===== src/design/pba_pkg.sv =====
// shared constants and control/status types for the paged bump allocator
package pba_pkg;

	// allocation geometry
	localparam int unsigned PAGE_BYTES  = 65536;
	localparam int unsigned MAX_PAGES   = 16;
	localparam int unsigned ALIGN_BYTES = 256;

	// derived widths
	localparam int unsigned ALIGN_W    = $clog2(ALIGN_BYTES);
	localparam int unsigned PAGE_UNITS = PAGE_BYTES / ALIGN_BYTES;
	localparam int unsigned FILL_W     = $clog2(PAGE_UNITS + 1);
	localparam int unsigned IDX_W      = $clog2(MAX_PAGES);
	localparam int unsigned CNT_W      = $clog2(MAX_PAGES + 1);

	// field widths
	localparam int unsigned SIZE_W   = 24;
	localparam int unsigned CLASS_W  = 3;
	localparam int unsigned BUFNUM_W = 16;
	localparam int unsigned PAGE_W   = 4;
	localparam int unsigned OFFS_W   = 16;
	localparam int unsigned ROUND_W  = 17;
	localparam int unsigned UNITS_W  = SIZE_W - ALIGN_W + 1;

	// controller to datapath commands
	typedef struct packed {
		logic load;      // capture a new request, restart the scan
		logic step;      // move to the next page
		logic fin_hit;   // allocate in the page under the scan index
		logic fin_open;  // open a new page, or refuse if the table is full
		logic fin_err;   // refuse an oversize request
	} pba_cmd_t;

	// datapath to controller status
	typedef struct packed {
		logic oversize;  // rounded size exceeds a page
		logic hit;       // page under the scan index fits the request
		logic scan_end;  // scan index has passed the last open page
	} pba_sts_t;

endpackage


===== src/design/pba_ctrl.sv =====
// controller state machine: request intake, page scan sequencing, result slot
module pba_ctrl (
	input  logic              clk,
	input  logic              arst_n,
	input  logic              s_tvalid,
	output logic              s_tready,
	output logic              m_tvalid,
	input  logic              m_tready,
	input  pba_pkg::pba_sts_t sts,
	output pba_pkg::pba_cmd_t cmd
);

	typedef enum logic [1:0] {
		ST_IDLE = 2'b01,
		ST_SCAN = 2'b10
	} state_t;

	state_t state_q, state_d;
	logic   out_valid_q, out_valid_d;
	logic   out_set;
	logic   slot_free;

	assign slot_free = !out_valid_q || m_tready;

	// next state and commands
	always_comb begin
		cmd     = '0;
		state_d = state_q;
		out_set = 1'b0;
		unique case (state_q)
			ST_IDLE: begin
				if (s_tvalid) begin
					cmd.load = 1'b1;
					state_d  = ST_SCAN;
				end
			end
			ST_SCAN: begin
				if (!sts.oversize && !sts.hit && !sts.scan_end) begin
					cmd.step = 1'b1;
				end else if (slot_free) begin
					if (sts.oversize) begin
						cmd.fin_err = 1'b1;
					end else if (sts.hit) begin
						cmd.fin_hit = 1'b1;
					end else begin
						cmd.fin_open = 1'b1;
					end
					out_set = 1'b1;
					state_d = ST_IDLE;
				end
			end
			default: begin
				state_d = ST_IDLE;
			end
		endcase
	end

	// result slot occupancy
	always_comb begin
		if (out_set) begin
			out_valid_d = 1'b1;
		end else if (m_tready) begin
			out_valid_d = 1'b0;
		end else begin
			out_valid_d = out_valid_q;
		end
	end

	always_ff @(posedge clk or negedge arst_n) begin
		if (!arst_n) begin
			state_q     <= ST_IDLE;
			out_valid_q <= 1'b0;
		end else begin
			state_q     <= state_d;
			out_valid_q <= out_valid_d;
		end
	end

	assign s_tready = (state_q == ST_IDLE);
	assign m_tvalid = out_valid_q;

endmodule


===== src/design/pba_dpath.sv =====
// datapath: size rounding, page table, scan index, counters and result register
module pba_dpath (
	input  logic                             clk,
	input  logic                             arst_n,
	input  logic [pba_pkg::SIZE_W-1:0]       size_bytes,
	input  logic [pba_pkg::CLASS_W-1:0]      state_class,
	input  pba_pkg::pba_cmd_t                cmd,
	output pba_pkg::pba_sts_t                sts,
	output logic [pba_pkg::BUFNUM_W-1:0]     buffer_number,
	output logic [pba_pkg::PAGE_W-1:0]       page_number,
	output logic [pba_pkg::OFFS_W-1:0]       byte_offset,
	output logic [pba_pkg::ROUND_W-1:0]      rounded_size,
	output logic                             opened_page,
	output logic                             alloc_error
);

	// page table, valid only below pages_open_q
	logic [pba_pkg::CLASS_W-1:0] page_class_q [pba_pkg::MAX_PAGES];
	logic [pba_pkg::FILL_W-1:0]  page_fill_q  [pba_pkg::MAX_PAGES];

	logic [pba_pkg::CNT_W-1:0]    pages_open_q;
	logic [pba_pkg::BUFNUM_W-1:0] next_buffer_q;
	logic [pba_pkg::CNT_W-1:0]    idx_q;

	// captured request
	logic                         oversize_q;
	logic [pba_pkg::FILL_W-1:0]   units_q;
	logic [pba_pkg::CLASS_W-1:0]  class_q;

	// result register
	logic [pba_pkg::BUFNUM_W-1:0] res_buf_q;
	logic [pba_pkg::PAGE_W-1:0]   res_page_q;
	logic [pba_pkg::OFFS_W-1:0]   res_offs_q;
	logic [pba_pkg::ROUND_W-1:0]  res_round_q;
	logic                         res_open_q;
	logic                         res_err_q;

	logic [pba_pkg::UNITS_W-1:0]  units_in;
	logic [pba_pkg::IDX_W-1:0]    idx;
	logic [pba_pkg::IDX_W-1:0]    new_idx;
	logic [pba_pkg::FILL_W-1:0]   cur_fill;
	logic [pba_pkg::FILL_W:0]     fill_sum;
	logic                         table_full;

	// size in alignment units, rounded up
	assign units_in = pba_pkg::UNITS_W'(size_bytes[pba_pkg::SIZE_W-1:pba_pkg::ALIGN_W])
		+ pba_pkg::UNITS_W'(|size_bytes[pba_pkg::ALIGN_W-1:0]);

	// fit test on the page under the scan index
	assign idx        = idx_q[pba_pkg::IDX_W-1:0];
	assign new_idx    = pages_open_q[pba_pkg::IDX_W-1:0];
	assign cur_fill   = page_fill_q[idx];
	assign fill_sum   = {1'b0, cur_fill} + {1'b0, units_q};
	assign table_full = (pages_open_q == pba_pkg::CNT_W'(pba_pkg::MAX_PAGES));

	assign sts.oversize = oversize_q;
	assign sts.scan_end = (idx_q >= pages_open_q);
	assign sts.hit      = (idx_q < pages_open_q) && (page_class_q[idx] == class_q)
		&& (cur_fill < pba_pkg::FILL_W'(pba_pkg::PAGE_UNITS))
		&& (fill_sum <= (pba_pkg::FILL_W + 1)'(pba_pkg::PAGE_UNITS));

	// request capture
	always_ff @(posedge clk) begin
		if (cmd.load) begin
			oversize_q <= (units_in > pba_pkg::UNITS_W'(pba_pkg::PAGE_UNITS));
			units_q    <= units_in[pba_pkg::FILL_W-1:0];
			class_q    <= state_class;
		end
	end

	// scan index
	always_ff @(posedge clk or negedge arst_n) begin
		if (!arst_n) begin
			idx_q <= '0;
		end else if (cmd.load) begin
			idx_q <= '0;
		end else if (cmd.step) begin
			idx_q <= idx_q + 1'b1;
		end
	end

	// page table writes
	always_ff @(posedge clk) begin
		if (cmd.fin_hit) begin
			page_fill_q[idx] <= fill_sum[pba_pkg::FILL_W-1:0];
		end else if (cmd.fin_open && !table_full) begin
			page_class_q[new_idx] <= class_q;
			page_fill_q[new_idx]  <= units_q;
		end
	end

	// open page count and running buffer number
	always_ff @(posedge clk or negedge arst_n) begin
		if (!arst_n) begin
			pages_open_q  <= '0;
			next_buffer_q <= '0;
		end else begin
			if (cmd.fin_open && !table_full) begin
				pages_open_q <= pages_open_q + 1'b1;
			end
			if (cmd.fin_hit || (cmd.fin_open && !table_full)) begin
				next_buffer_q <= next_buffer_q + 1'b1;
			end
		end
	end

	// result register
	always_ff @(posedge clk) begin
		if (cmd.fin_err || (cmd.fin_open && table_full)) begin
			res_buf_q   <= '0;
			res_page_q  <= '0;
			res_offs_q  <= '0;
			res_round_q <= '0;
			res_open_q  <= 1'b0;
			res_err_q   <= 1'b1;
		end else if (cmd.fin_hit) begin
			res_buf_q   <= next_buffer_q;
			res_page_q  <= pba_pkg::PAGE_W'(idx);
			res_offs_q  <= pba_pkg::OFFS_W'({cur_fill, pba_pkg::ALIGN_W'(0)});
			res_round_q <= pba_pkg::ROUND_W'({units_q, pba_pkg::ALIGN_W'(0)});
			res_open_q  <= 1'b0;
			res_err_q   <= 1'b0;
		end else if (cmd.fin_open) begin
			res_buf_q   <= next_buffer_q;
			res_page_q  <= pba_pkg::PAGE_W'(new_idx);
			res_offs_q  <= '0;
			res_round_q <= pba_pkg::ROUND_W'({units_q, pba_pkg::ALIGN_W'(0)});
			res_open_q  <= 1'b1;
			res_err_q   <= 1'b0;
		end
	end

	assign buffer_number = res_buf_q;
	assign page_number   = res_page_q;
	assign byte_offset   = res_offs_q;
	assign rounded_size  = res_round_q;
	assign opened_page   = res_open_q;
	assign alloc_error   = res_err_q;

endmodule


===== src/design/paged_bump_allocator.sv =====
// top level of the first-fit paged bump allocator
//
//  channel | dir | handshake         | payload
//  --------+-----+-------------------+-----------------------------------------------
//  s_      | in  | s_tvalid/s_tready | s_tdata: size_bytes[23:0], state_class[26:24]
//  m_      | out | m_tvalid/m_tready | m_tdata: buffer/page/offset/rounded, m_tuser: flags
//
// a request passes from its transfer through a scan of the open pages to the result
// register, the scan moving one page per cycle over the page table up to the first fit
// (at most 16 pages scanned); an oversize request finishes without a scan
// reset empties the page table and clears the buffer number; no clearing pass
// the next request is taken while a result still waits; the scan holds at its end
// until the result register is free
module paged_bump_allocator (
	input  logic        clk,
	input  logic        arst_n,
	input  logic        s_tvalid,
	output logic        s_tready,
	input  logic [31:0] s_tdata,   // size_bytes[23:0], state_class[26:24], zero pad
	output logic        m_tvalid,
	input  logic        m_tready,
	output logic [55:0] m_tdata,   // buffer_number[15:0], page_number[19:16],
	                               // byte_offset[35:20], rounded_size[52:36], zero pad
	output logic [1:0]  m_tuser    // opened_page[0], alloc_error[1]
);

	pba_pkg::pba_cmd_t cmd;
	pba_pkg::pba_sts_t sts;

	logic [pba_pkg::BUFNUM_W-1:0] buffer_number;
	logic [pba_pkg::PAGE_W-1:0]   page_number;
	logic [pba_pkg::OFFS_W-1:0]   byte_offset;
	logic [pba_pkg::ROUND_W-1:0]  rounded_size;
	logic                         opened_page;
	logic                         alloc_error;

	pba_ctrl u_ctrl (
		.clk      (clk),
		.arst_n   (arst_n),
		.s_tvalid (s_tvalid),
		.s_tready (s_tready),
		.m_tvalid (m_tvalid),
		.m_tready (m_tready),
		.sts      (sts),
		.cmd      (cmd)
	);

	pba_dpath u_dpath (
		.clk           (clk),
		.arst_n        (arst_n),
		.size_bytes    (s_tdata[23:0]),
		.state_class   (s_tdata[26:24]),
		.cmd           (cmd),
		.sts           (sts),
		.buffer_number (buffer_number),
		.page_number   (page_number),
		.byte_offset   (byte_offset),
		.rounded_size  (rounded_size),
		.opened_page   (opened_page),
		.alloc_error   (alloc_error)
	);

	// result packing
	assign m_tdata = {3'b000, rounded_size, byte_offset, page_number, buffer_number};
	assign m_tuser = {alloc_error, opened_page};

endmodule


===== config.mk =====
export PLATFORM = sky130hd
export DESIGN_NAME = paged_bump_allocator
export DESIGN_NICKNAME = d
export VERILOG_FILES = /design/src/design/pba_pkg.sv /design/src/design/pba_ctrl.sv /design/src/design/pba_dpath.sv /design/src/design/paged_bump_allocator.sv
export SDC_FILE = /design/constraint.sdc
export NUM_CORES = 1
export LEC_CHECK = 0
export BUFFER_PORTS_ARGS = -buffer_cell sky130_fd_sc_hd__buf_2
export CORE_ASPECT_RATIO = 2
export CORE_MARGIN = 2
export CORE_UTILIZATION = 25
export CTS_CLUSTER_SIZE = 40
export DETAILED_ROUTE_END_ITERATION = 6
export PLACE_DENSITY = 0.46
export SYNTH_ARGS = -nofsm -noshare
export SYNTH_HDL_FRONTEND = slang
export SYNTH_SLANG_ARGS = --single-unit

===== constraint.sdc =====
create_clock -name clk -period 15.9 [get_ports clk]
set_input_delay 0.795 -clock clk [delete_from_list [all_inputs] [get_ports clk]]
set_output_delay 0.795 -clock clk [all_outputs]
set_load 0.1 [all_outputs]

# Yosys cells after proc, flatten, opt, wreduce, memory -nomap -nowiden
# Memory sizes are Yosys's and may differ from the RTL's.
# Cells that the tools add are included.
# op_classes
muxes	39
addsub	5
reduce_logical	22
eq_ne	7
magnitude_cmp	5
# op_table
cell	count
16-bit 2-to-1 mux	4
17-bit 2-to-1 mux	2
1-bit 2-to-1 mux	19
16-bit by 1-bit adder with 17-bit output	1
17-bit by 9-bit > comparator with 1-bit output (second input constant)	1
16-bit by 1-bit adder with 16-bit output (second input constant)	1
4-bit 2-to-1 mux	4
5-bit by 1-bit adder with 5-bit output (second input constant)	2
9-bit by 9-bit adder with 10-bit output	1
10-bit by 9-bit <= comparator with 1-bit output (second input constant)	1
5-bit 2-to-1 mux	2
9-bit less-than comparator (second input constant)	1
9-bit 2-to-1 mux	1
9-bit OR reduction	1
2-bit 2-to-1 mux	4
8-bit OR reduction	1
1-bit logical AND	7
3-bit 2-to-1 mux	2
2-bit nonzero test	3
5-bit equality test (second input constant)	1
5-bit >= comparator	1
1-bit logical NOT	5
5-bit less-than comparator	1
2-bit != test (second input constant)	2
8 further kinds	10
# word_totals
ramBits	192
input_bits	36
mem_count	2
ff_bits	81
out_inout_bits	60
wordCells	94
# memory_table
memory	depth	width	read_ports	rd_clocked_by_memory_dff	write_ports	line_no	text
u_dpath.page_fill_q	16	9	1	0	1	pba_dpath.sv:19	logic [pba_pkg::FILL_W-1:0] page_fill_q [pba_pkg::MAX_PAGES];
u_dpath.page_class_q	16	3	1	0	1	pba_dpath.sv:18	logic [pba_pkg::CLASS_W-1:0] page_class_q [pba_pkg::MAX_PAGES];

# Logic depth before layout (Yosys ltp)
# Gate-level depths: netlist of the first run.
# An unclocked memory read counts as a cell.
# logic_depth
depth_word	16
depth_mapped	17
depth_no_buf	12

# Cells and area by module
# Synthesis of the first run repeated with hierarchy kept, for this count alone.
# unflattened
cells_unflattened	805
area_unflattened_um2	11752.5
# by_module_without_submodules
module	instances	area_per_inst_um2	cells_per_inst	seq_area_each_um2
pba_dpath	1	11523.6	780	7587.3
pba_ctrl	1	187.7	19	76.3
paged_bump_allocator	1	41.3	6	0.0

# Worst setup path after synthesis of the first run
# No wires, ideal clock.
# synth_path
path_type	reg-to-reg
start	reg u_dpath.idx_q[0] in the netlist's numbering
end	mem u_dpath.page_fill_q[1][0] in the netlist's numbering (enable)
path_buffers	2
stages_incl_launch_ff	15
slack_ns	9.941
required_time_ns	15.509
arrival_ns	5.568
synth_period_minus_slack_ns	5.959
setup_time_ns	0.391
path_cell_list	dfrtp_1 > clkbuf_1 > buf_1 > mux4_2 > mux4_2 > ha_1 > fa_1 > a211oi_1 > nor2_1 > xnor2_1 > nand3_1 > o41a_1 > nor3_4 > nand2b_1 > o32ai_1
# synth_between
elab_chain_cells	16
elab_cells_between_ends	30
classes_between	add/sub: 1; order compare: 4; eq/ne: 1; mux: 13; reduce/logical: 9; memory: 2
# synth_lines
element	line_no	text
start, declared	pba_dpath.sv:23	logic [pba_pkg::CNT_W-1:0] idx_q;
start signal, assigned	pba_dpath.sv:78	idx_q <= idx_q + 1'b1;
parallel branches: the longest is 16 deep, another holds 9-bit by 9-bit adder with 10-bit output	-	
end, declared	pba_dpath.sv:19	
# Parallel ways; which one is timed is not known.

# Final worst setup path of the first run
# layout_path
start	reg u_dpath.idx_q[0] in the netlist's numbering
end	mem u_dpath.page_fill_q[9][2] in the netlist's numbering (enable)
# The elaborated chain is that of the path after synthesis.

==> results.json, run 1 <==
{
  "core.rowCount": 113,
  "period_share_pct": 41.06,
  "synthTopCellsByCount": "edfxtp_1, nand3_1, mux4_2",
  "cts_max_level": 1,
  "diodes": 0,
  "insertion_delay_ns": 0.55,
  "io_pins": 96,
  "drc": 0,
  "io_buffers": 71,
  "grt_pass1_wl_mm": 48.84,
  "die_h_um": 313.8,
  "netlist_instances": 810,
  "die_x_um": 158.9,
  "fmax_mhz": 153.2,
  "slew_headroom_pct": 22.37,
  "cts_resized": 0,
  "dp.cells": 1489,
  "ys_seq_area_share_pct": 63.88,
  "hpwl_mm": 23.25,
  "via_count": 7134,
  "holdWs_ns": 0.3168,
  "ant_nets": 0,
  "setup_violations": 0,
  "cp.required_ns": 16.05,
  "ctsHoldBuffers": 0,
  "yosys.area.top_type_share_pct": 51.31,
  "ys_types": 58,
  "dominantRegCellSynth": "edfxtp_1",
  "grt_overflow": 0,
  "core_um2": 47510,
  "tightest_slew_ns": 1.160,
  "synth_area_per_cell_um2": 14.81,
  "worstSetupPathType": "flop to flop",
  "drt-total-wl_mm": 32.78,
  "grt_max_degree": 49,
  "avgViaCountPerCell": 4.654,
  "end_kind": "flop",
  "firstDrtPassIters": 4,
  "p_per_area_nw_per_um2": 111.9,
  "status": "completed",
  "synthTopCellsByArea": "edfxtp_1, mux4_2, dfxtp_1, dfrtp_1, nand3_1",
  "hold_class": "input pin to asynchronous set/reset pin",
  "p_leak_uw": 0.004598,
  "start_util_pct": 25.26,
  "die_area_um2": 49870,
  "cp_max_fo": 38,
  "start_kind": "flop",
  "layout.cells.non_filler": 1533,
  "synth_top_area_cell": "edfxtp_1",
  "setup-tns-final_ns": 0,
  "layout-drive-gt1-share_pct": 23.20,
  "rsz0062_at_grt": "false",
  "routabilityCongestion": 0.8113,
  "irDropWorstVdd_mv": 0.06847,
  "cts_made_buffers": 24,
  "slew_viol_final": 0,
  "grt_pass1_vias": 7601,
  "cts_setup_buffers": 0,
  "yosys_warnings": 0,
  "cts.clk_slew.worst_paths_ns": 0.07,
  "finalCriticalPeriod_ns": 6.529,
  "grtUsageTotal_pct": 13.08,
  "yosysMostFrequentCell": "edfxtp_1",
  "hold_viol": 0,
  "cts_root_buf": "clkbuf_16",
  "synth-seq-cells": 273,
  "cts_buffer_depth": 3,
  "antenna_found_initial": 0,
  "area.growth.synth_to_final_pct": 15.47,
  "nets": 942,
  "numClockSinks": 273,
  "clock_skew_ns": 0.02680,
  "async_reset_ff_share_pct": 10.62,
  "critPathArrivalTime_ns": 6.68,
  "cts_tree": "done",
  "syn-cell-area_um2": 12000,
  "routedWlPerCell_um": 21.39,
  "cap_violations": 0,
  "dr.first_iter.drc_count": 447,
  "synth-edff-count": 205
}
## final timing paths
check | startpoint | end | slack [ns] | cells after the start
max in group asynchronous | arst_n | u_dpath.idx_q[0]$_DFFE_PN0P_ | 15.03 | 1
setup reg to reg | u_dpath.idx_q[0]$_DFFE_PN0P_ | u_dpath.page_fill_q[9][2]$_DFFE_PP_ | 9.37 | 12
setup / recovery | u_dpath.idx_q[0]$_DFFE_PN0P_ | u_dpath.page_fill_q[9][2]$_DFFE_PP_ | 9.37 | 12
hold reg to reg | u_dpath.byte_offset[14]$_SDFFE_PP0P_ | u_dpath.byte_offset[14]$_SDFFE_PP0P_ | 0.47 | 2
min in group clk | s_tdata[26] | u_dpath.class_q[2]$_DFFE_PP_ | 0.42 | 1
hold / removal | arst_n | u_dpath.pages_open_q[1]$_DFFE_PN0P_ | 0.32 | 1
## flip-flops by register name, indices dropped and copies added (netlist names), 8 cells and up
register               cells
u_dpath.rounded_size       9
u_dpath.next_buffer_q     16
u_dpath.page_class_q      48
u_dpath.byte_offset        8
u_dpath.buffer_number     16
u_dpath.units_q            9
u_dpath.page_fill_q      144
## per-layer routing
metal  track usage (%)  share of wire, %  wire (µm)
met2             26.88                59      19210
met4             6.446               4.7       1540
met1             12.82                35      11360
met5                 0                 0          0
met3             1.174               2.1        676
## kinds of logic (layout without fill, tap and decap cells)
group	after synthesis	after routing	synth area share [%]
mux	76	76	12.48
other cells	1	19	0.03126
simple gates	194	194	8.541
fa+ha+maj	23	23	2.461
xor+xnor	38	38	2.774
buf+inv	69	142	2.951
flops	273	273	63.88
compound gates	136	136	6.883
## layout make-up
class | instances | area [µm²]
clock inverter | 17 | 145.1
timing repair buffer | 91 | 505.5
sequential | 273 | 7669
fill | 4809 | 33650
inverter | 7 | 26.28
tap | 632 | 790.8
multi-input combinational | 486 | 4105
clock buffer | 27 | 611.8
## worst max-delay path, stage by stage (launching register included)
cell and delay [ns]:
dfrtp_4 0.91, buf_4 0.51, mux4_2 0.57, mux4_2 0.54, ha_1 0.41, o21ai_0 0.12, o21a_1 0.18, o21ai_0 0.31
xor2_1 0.17, o41a_1 0.59, nor2_1 0.50, nand4b_1 0.37, o22ai_2 0.88
## stage by stage
step	worst slack, ns	utilization [%]	cell area (µm²)	total power (µW)
2_1_floorplan	9.941	-	12070	945.1
3_3_place_gp	9.417	27.57	13100	989.8
3_5_place_dp	9.365	27.57	13100	993.1
4_1_cts	9.335	29.16	13850	1570
5_1_grt	9.104	29.16	13850	1606
6_report	9.371	29.16	13850	1551
## power by group
part / switching, µW / total [µW] / internal (µW)
combinational: 124 / 160 / 35.5
sequential: 17.2 / 814 / 797
clock: 266 / 577 / 311
## placed cells by master (no fill, tap or decap), types with 3 or more instances in the layout
cell,count
nor2_1,22
dfxtp_1,39
ha_1,22
a21oi_1,47
clkinv_2,4
clkbuf_16,24
nand2b_1,8
o31ai_1,4
and2_1,13
xor2_1,9
a211oi_1,7
and3_1,15
dfrtp_1,26
clkinv_1,7
and4_1,4
or3_1,5
mux4_2,58
o22ai_1,6
nand3_1,59
a21o_1,6
conb_1,19
xnor2_1,29
clkbuf_1,3
o22ai_2,6
mux2_2,9
clkinvlp_4,3
nand4_1,10
buf_4,20
nand4b_1,3
mux2i_1,9
inv_1,7
nand2_1,33
nor2b_1,4
nor4_1,3
nor3_1,8
o21ai_0,38
o32ai_1,3
buf_2,71
edfxtp_1,205
(Power assumes the default switching activity.)
==> run 2: changes to the inputs <==
Settings changed: PLACE_DENSITY 0.46 to 0.47.
Clock period 15.9 ns to 5.4 ns, I/O delays scaled along.
==> results.json, run 2 (synthesis gave the netlist of run 1 again) <==
{
  "core.rowCount": 113,
  "p_leak_uw": 0.004985,
  "largest-register": "u_dpath.page_fill_q",
  "slew_headroom_pct": 39.06,
  "crit_family": "multiplexers",
  "largest_reg_flops": 144,
  "insertion_delay_ns": 0.55,
  "p_per_area_nw_per_um2": 324.2,
  "routedWlPerCell_um": 21.04,
  "numClockSinks": 273,
  "firstDrtPassIters": 4,
  "rsz0062_at_grt": "false",
  "p_clk_share_pct": 38.3,
  "cts_buffer_depth": 3,
  "via_count": 7301,
  "status": "completed",
  "io_buffers": 71,
  "io_pins": 96,
  "p_seq_share_pct": 50.5,
  "avgViaCountPerCell": 4.589,
  "die_x_um": 158.9,
  "cp_num_buf_inv": 4,
  "hold_viol": 0,
  "p_int_uw": 3496,
  "grt_max_degree": 36,
  "path_cells": "buf_4, buf_4, mux4_2, mux4_2, ha_1, o211ai_1, o21ai_1, a221o_1, or4_1, buf_4, nor3_4, nand2b_1, o32ai_2, buf_4",
  "nets": 1000,
  "dr.first_iter.drc_count": 315,
  "tightest_slew_ns": 0.9141,
  "grt_pass1_vias": 7772,
  "grt_pass1_wl_mm": 49.86,
  "routabilityCongestion": 0.8138,
  "fin_util_pct": 30.68,
  "fillCellCount": 4796,
  "cap_violations": 0,
  "cp_max_fo": 13,
  "layout-drive-gt1-share_pct": 29.20,
  "final_common_cell": "edfxtp_1",
  "period_share_pct": 95.87,
  "reg.largest.list": "u_dpath.page_fill_q x144, u_dpath.page_class_q x48",
  "fmax_mhz": 193.2,
  "grtUsageTotal_pct": 13.36,
  "cts_max_level": 1,
  "finalCriticalPeriod_ns": 5.177,
  "p_sw_share_pct": 26.01,
  "cts_root_buf": "clkbuf_16",
  "irDropWorstVdd_mv": 0.1859,
  "start_kind": "flop",
  "power_switching_uw": 1229,
  "hold_class": "input pin to flop",
  "setup_violations": 0,
  "cts_made_buffers": 24,
  "slowest_delay_ns": 0.61,
  "slew_viol_final": 0,
  "clock_skew_ns": 0.01689,
  "diodes": 0,
  "worstSetupPathType": "flop to flop",
  "comb_power_share_pct": 11.2,
  "drc": 0,
  "end_kind": "flop",
  "die_area_um2": 49870,
  "ant_nets": 0,
  "drt-total-wl_mm": 33.48,
  "core_um2": 47510,
  "final_area_um2": 14570,
  "grt_overflow": 0,
  "hpwl_mm": 24.79,
  "start_util_pct": 25.26,
  "cp_slowest_cell": "mux4_2",
  "cts.clk_slew.worst_paths_ns": 0.07,
  "final_cell_mix": "edfxtp_1, buf_2, buf_4, nand3_1, mux4_2",
  "cp.required_ns": 5.66,
  "critPathArrivalTime_ns": 5.43,
  "area.growth.synth_to_final_pct": 21.47,
  "cts_tree": "done",
  "antenna_found_initial": 0,
  "cpMostUsedCell": "buf_4",
  "die_h_um": 313.8,
  "placed_area_um2": 13670
}
==> run 2: metrics by stage <==
stage	cells	hold slack (ns)	power [µW]	TNS, ns	setup slack [ns]
3_3_place_gp	1538	0.3853	2959	0	0.1275
2_1_floorplan	828	-0.02559	2789	-3.524	-0.1113
5_1_grt	1591	0.1120	4896	0	0.05635
4_1_cts	1586	0.09164	4779	0	0.09536
6_report	1591	0.09180	4725	0	0.2228
3_5_place_dp	1538	0.3878	2966	0	0.1224
==> run 2: layout make-up <==
type	count	area, µm²	share of cell area (%)
sequential	273	7669	52.62
tap	632	790.8	5.426
timing repair buffer	149	1101	7.555
clock inverter	13	163.9	1.125
clock buffer	31	660.6	4.533
inverter	7	26.28	0.1803
multi-input combinational	486	4163	28.56
==> run 2: routing by layer <==
layer / up-vias / GRT usage [%] / share of wire (%) / routed length [µm]
met5: - / 0 / 0 / 0
met1: 3742 / 12.69 / 33 / 11210
met4: 0 / 6.612 / 5.0 / 1680
met2: 130 / 27.66 / 59 / 19790
met3: 59 / 1.517 / 2.4 / 802
li1: 3370 / - / - / -
==> run 2: worst reg2reg max path, delay by kind of cell (launching register included) <==
family	cells	cell delay, ns
mux	2	1.16
fa+ha+maj	1	0.40
buf+inv	4	0.86
simple gates	3	0.83
compound gates	4	1.07
flops	1	0.56
==> run 2: power by group through the flow <==
stage	Combinational, µW	Clock (µW)	Sequential (µW)
floorplan	309	0	2480
global placement	527	0	2430
detailed placement	533	0	2430
CTS	536	1860	2390
global route	572	1940	2390
finish	528	1810	2390
==> run 2: what timing repair did <==
action,CTS,global route
setup buffers,0,5
gates resized for setup,0,1
endpoints found under the hold margin,31,0
hold buffers,4,0
setup endpoints to repair,0,139
==> run 2: worst paths after layout <==
| kind | start | endpoint | cells after the start | slack [ns] |
|---|---|---|---|---|
| setup / recovery | u_dpath.idx_q[0]$_DFFE_PN0P_ | u_dpath.page_fill_q[2][6]$_DFFE_PP_ | 14 | 0.22 |
| setup reg to reg | u_dpath.idx_q[0]$_DFFE_PN0P_ | u_dpath.page_fill_q[2][6]$_DFFE_PP_ | 14 | 0.22 |
| min in group asynchronous | arst_n | u_dpath.next_buffer_q[11]$_DFFE_PN0P_ | 2 | 0.33 |
| max in group asynchronous | arst_n | u_dpath.idx_q[0]$_DFFE_PN0P_ | 2 | 4.52 |
| hold reg to reg | u_dpath.byte_offset[11]$_SDFFE_PP0P_ | u_dpath.byte_offset[11]$_SDFFE_PP0P_ | 2 | 0.47 |
| hold / removal | s_tdata[8] | u_dpath.units_q[0]$_DFFE_PP_ | 2 | 0.09 |
==> run 3: changes to the inputs <==
Settings changed: ABC_AREA set to 1.
==> results.json, run 3 <==
{
  "p_leak_uw": 0.005645,
  "r2r-end": "u_dpath.page_fill_q[9][4]$_DFFE_PP_",
  "p_seq_share_pct": 51.9,
  "grt_max_degree": 100,
  "cp-endpoint": "u_dpath.page_fill_q[9][4]$_DFFE_PP_",
  "status": "completed",
  "die_area_um2": 51610,
  "antenna_found_initial": 0,
  "netlist_instances": 1250,
  "final_cell_mix": "nand2_1, edfxtp_1, nor2_1, inv_1, o21ai_0",
  "slew_headroom_pct": 35.32,
  "routedWlPerCell_um": 16.83,
  "cts_tree": "done",
  "end_kind": "flop",
  "cpMostUsedCell": "nand2_1",
  "avgViaCountPerCell": 4.391,
  "p_sw_share_pct": 28.64,
  "synth-seq-cells": 273,
  "synth_top_area_cell": "edfxtp_1",
  "slowest_delay_ns": 0.43,
  "cts_root_buf": "clkbuf_16",
  "hold_class": "input pin to flop",
  "synthTopCellsByArea": "edfxtp_1, nand2_1, dfxtp_1, dfrtp_1, nor2_1",
  "p_clk_share_pct": 33.4,
  "reg.largest.list": "u_dpath.page_fill_q x144, u_dpath.page_class_q x48",
  "yosys_warnings": 0,
  "ys_types": 41,
  "rsz0062_at_grt": "false",
  "power.total_uw": 4750,
  "io_buffers": 71,
  "cp_max_fo": 27,
  "comb_power_share_pct": 14.7,
  "drc": 0,
  "largest-register": "u_dpath.page_fill_q",
  "yosysMostFrequentCell": "nand2_1",
  "grt_pass1_wl_mm": 51.45,
  "core_um2": 49210,
  "drt-total-wl_mm": 33.50,
  "p_per_area_nw_per_um2": 333.0,
  "cp_num_cells": 20,
  "syn-cell-area_um2": 12430,
  "start_kind": "flop",
  "path_cells": "inv_2, buf_4, o21ai_0, o22ai_1, nand2_1, nand3_1, ha_1, nand3_1, nand3_1, nand2_1, nand2_1, xnor2_1, nand3_1, nand2_1, nand3_4, nand4_4, o21ai_1, nand2_1, nor2_1, buf_4",
  "synth-edff-count": 205,
  "slew_viol_final": 0,
  "routabilityCongestion": 0.8141,
  "final_common_cell": "nand2_1",
  "via_count": 8743,
  "grt_pass1_vias": 8986,
  "yosys.area.top_type_share_pct": 49.54,
  "synth_area_per_cell_um2": 9.942,
  "fmax_mhz": 207.1,
  "cts_resized": 0,
  "finalCriticalPeriod_ns": 4.828,
  "start_util_pct": 25.25,
  "irDropWorstVdd_mv": 0.2225,
  "worstSetupPathType": "flop to flop",
  "layout-drive-gt1-share_pct": 11.94,
  "power_switching_uw": 1361,
  "fin_util_pct": 28.99,
  "setup-tns-final_ns": 0,
  "diodes": 0,
  "die_x_um": 161.7,
  "cts_made_buffers": 23,
  "rr_worst_depth": 20,
  "p_int_uw": 3390,
  "io_pins": 96,
  "grtUsageTotal_pct": 13.01,
  "cp.required_ns": 5.62,
  "cap_violations": 0,
  "cts.clk_slew.worst_paths_ns": 0.07,
  "cp-startpoint": "u_dpath.idx_q[0]$_DFFE_PN0P_",
  "area.growth.synth_to_final_pct": 14.79,
  "clock_skew_ns": 0.01190,
  "firstDrtPassIters": 4,
  "critPathArrivalTime_ns": 5.05,
  "core.rowCount": 115,
  "hold_viol": 0,
  "r2r-start": "u_dpath.idx_q[0]$_DFFE_PN0P_",
  "numClockSinks": 273,
  "synthTopCellsByCount": "nand2_1, edfxtp_1, nor2_1",
  "nets": 1391,
  "dominantRegCellSynth": "edfxtp_1",
  "regToRegSetupSlack_ns": 0.57,
  "insertion_delay_ns": 0.52,
  "cts_max_level": 1,
  "dr.first_iter.drc_count": 329,
  "grt_overflow": 0,
  "cp_slowest_cell": "dfrtp_2",
  "async_reset_ff_share_pct": 10.62,
  "die_h_um": 319.3,
  "period_share_pct": 89.41,
  "crit_family": "simple AND/OR/NAND/NOR gates",
  "largest_reg_flops": 144,
  "hpwl_mm": 23.99,
  "ant_nets": 0,
  "setup_violations": 0,
  "cts_buffer_depth": 3,
  "holdWs_ns": 0.08078,
  "cp_num_buf_inv": 3,
  "tightest_slew_ns": 0.9628,
  "ys_seq_area_share_pct": 61.67
}
## run 3: final cells by class
cell class / instances / area (µm²)
fill: 5206 / 34940
tap: 643 / 804.5
clock buffer: 33 / 623.1
clock inverter: 8 / 68.82
sequential: 273 / 7665
inverter: 102 / 384.1
timing repair buffer: 113 / 705.7
multi-input combinational: 819 / 4014
## run 3: worst min-delay path by stage
stage / to / slack (ns) / from / cells after the start
CTS: u_dpath.units_q[0]$_DFFE_PP_ / 0.06 / s_tdata[8] / 2
finish: u_dpath.units_q[0]$_DFFE_PP_ / 0.08 / s_tdata[8] / 2
global placement: u_ctrl.m_tvalid$_DFFE_PN0P_ / 0.38 / arst_n / 1
global route: u_dpath.units_q[0]$_DFFE_PP_ / 0.08 / s_tdata[8] / 2
floorplan: u_ctrl.m_tvalid$_DFFE_PN0P_ / -0.03 / arst_n / 0
detailed placement: u_ctrl.m_tvalid$_DFFE_PN0P_ / 0.38 / arst_n / 1
## run 3: repair_timing
item | CTS | global route
setup buffers | 0 | 0
endpoints found under the hold margin | 31 | 0
hold buffers | 4 | 0
## run 3: power by group through the flow
stage / registers [µW] / clock network [µW] / logic, µW
2_1_floorplan: 2630 / 0 / 383
5_1_grt: 2480 / 1700 / 762
3_5_place_dp: 2510 / 0 / 704
4_1_cts: 2470 / 1640 / 708
6_report: 2470 / 1590 / 697
3_3_place_gp: 2510 / 0 / 696
## run 3: through the flow
stage	worst slack (ns)	cell area (µm²)	cells
floorplan	1.121	12490	1268
global placement	0.5885	13530	1946
detailed placement	0.5755	13530	1946
CTS	0.5336	14260	1991
global route	0.2070	14260	1991
finish	0.5716	14260	1991
## run 3: logic make-up (layout without fill, tap and decap cells)
| logic type | after synthesis | after routing | share of synthesized area, % |
|---|---|---|---|
| AOI/OAI and AO/OA | 180 | 180 | 8.065 |
| and+or+nand+nor | 563 | 563 | 18.89 |
| adders and majority gates | 23 | 23 | 2.376 |
| DFF | 273 | 273 | 61.67 |
| buffers and inverters | 176 | 256 | 6.575 |
| xor gates and xnor gates | 34 | 34 | 2.396 |
| other | 1 | 19 | 0.03018 |
## run 3: layer usage
metal | GRT usage [%] | vias up | routed length (µm)
li1 | - | 4343 | -
met1 | 12.36 | 4150 | 11490
met2 | 26.48 | 181 | 19250
met3 | 1.379 | 69 | 997
met4 | 6.922 | 0 | 1757
met5 | 0 | - | 0
## run 3: worst reg2reg max path, delay by kind of cell, from the launching register on
family / cells / cell delay (ns)
AOI/OAI and AO/OA: 3 / 0.84
xor gates and xnor gates: 1 / 0.16
adders and majority gates: 1 / 0.28
buffers and inverters: 3 / 0.95
DFF: 1 / 0.43
and+or+nand+nor: 12 / 1.88
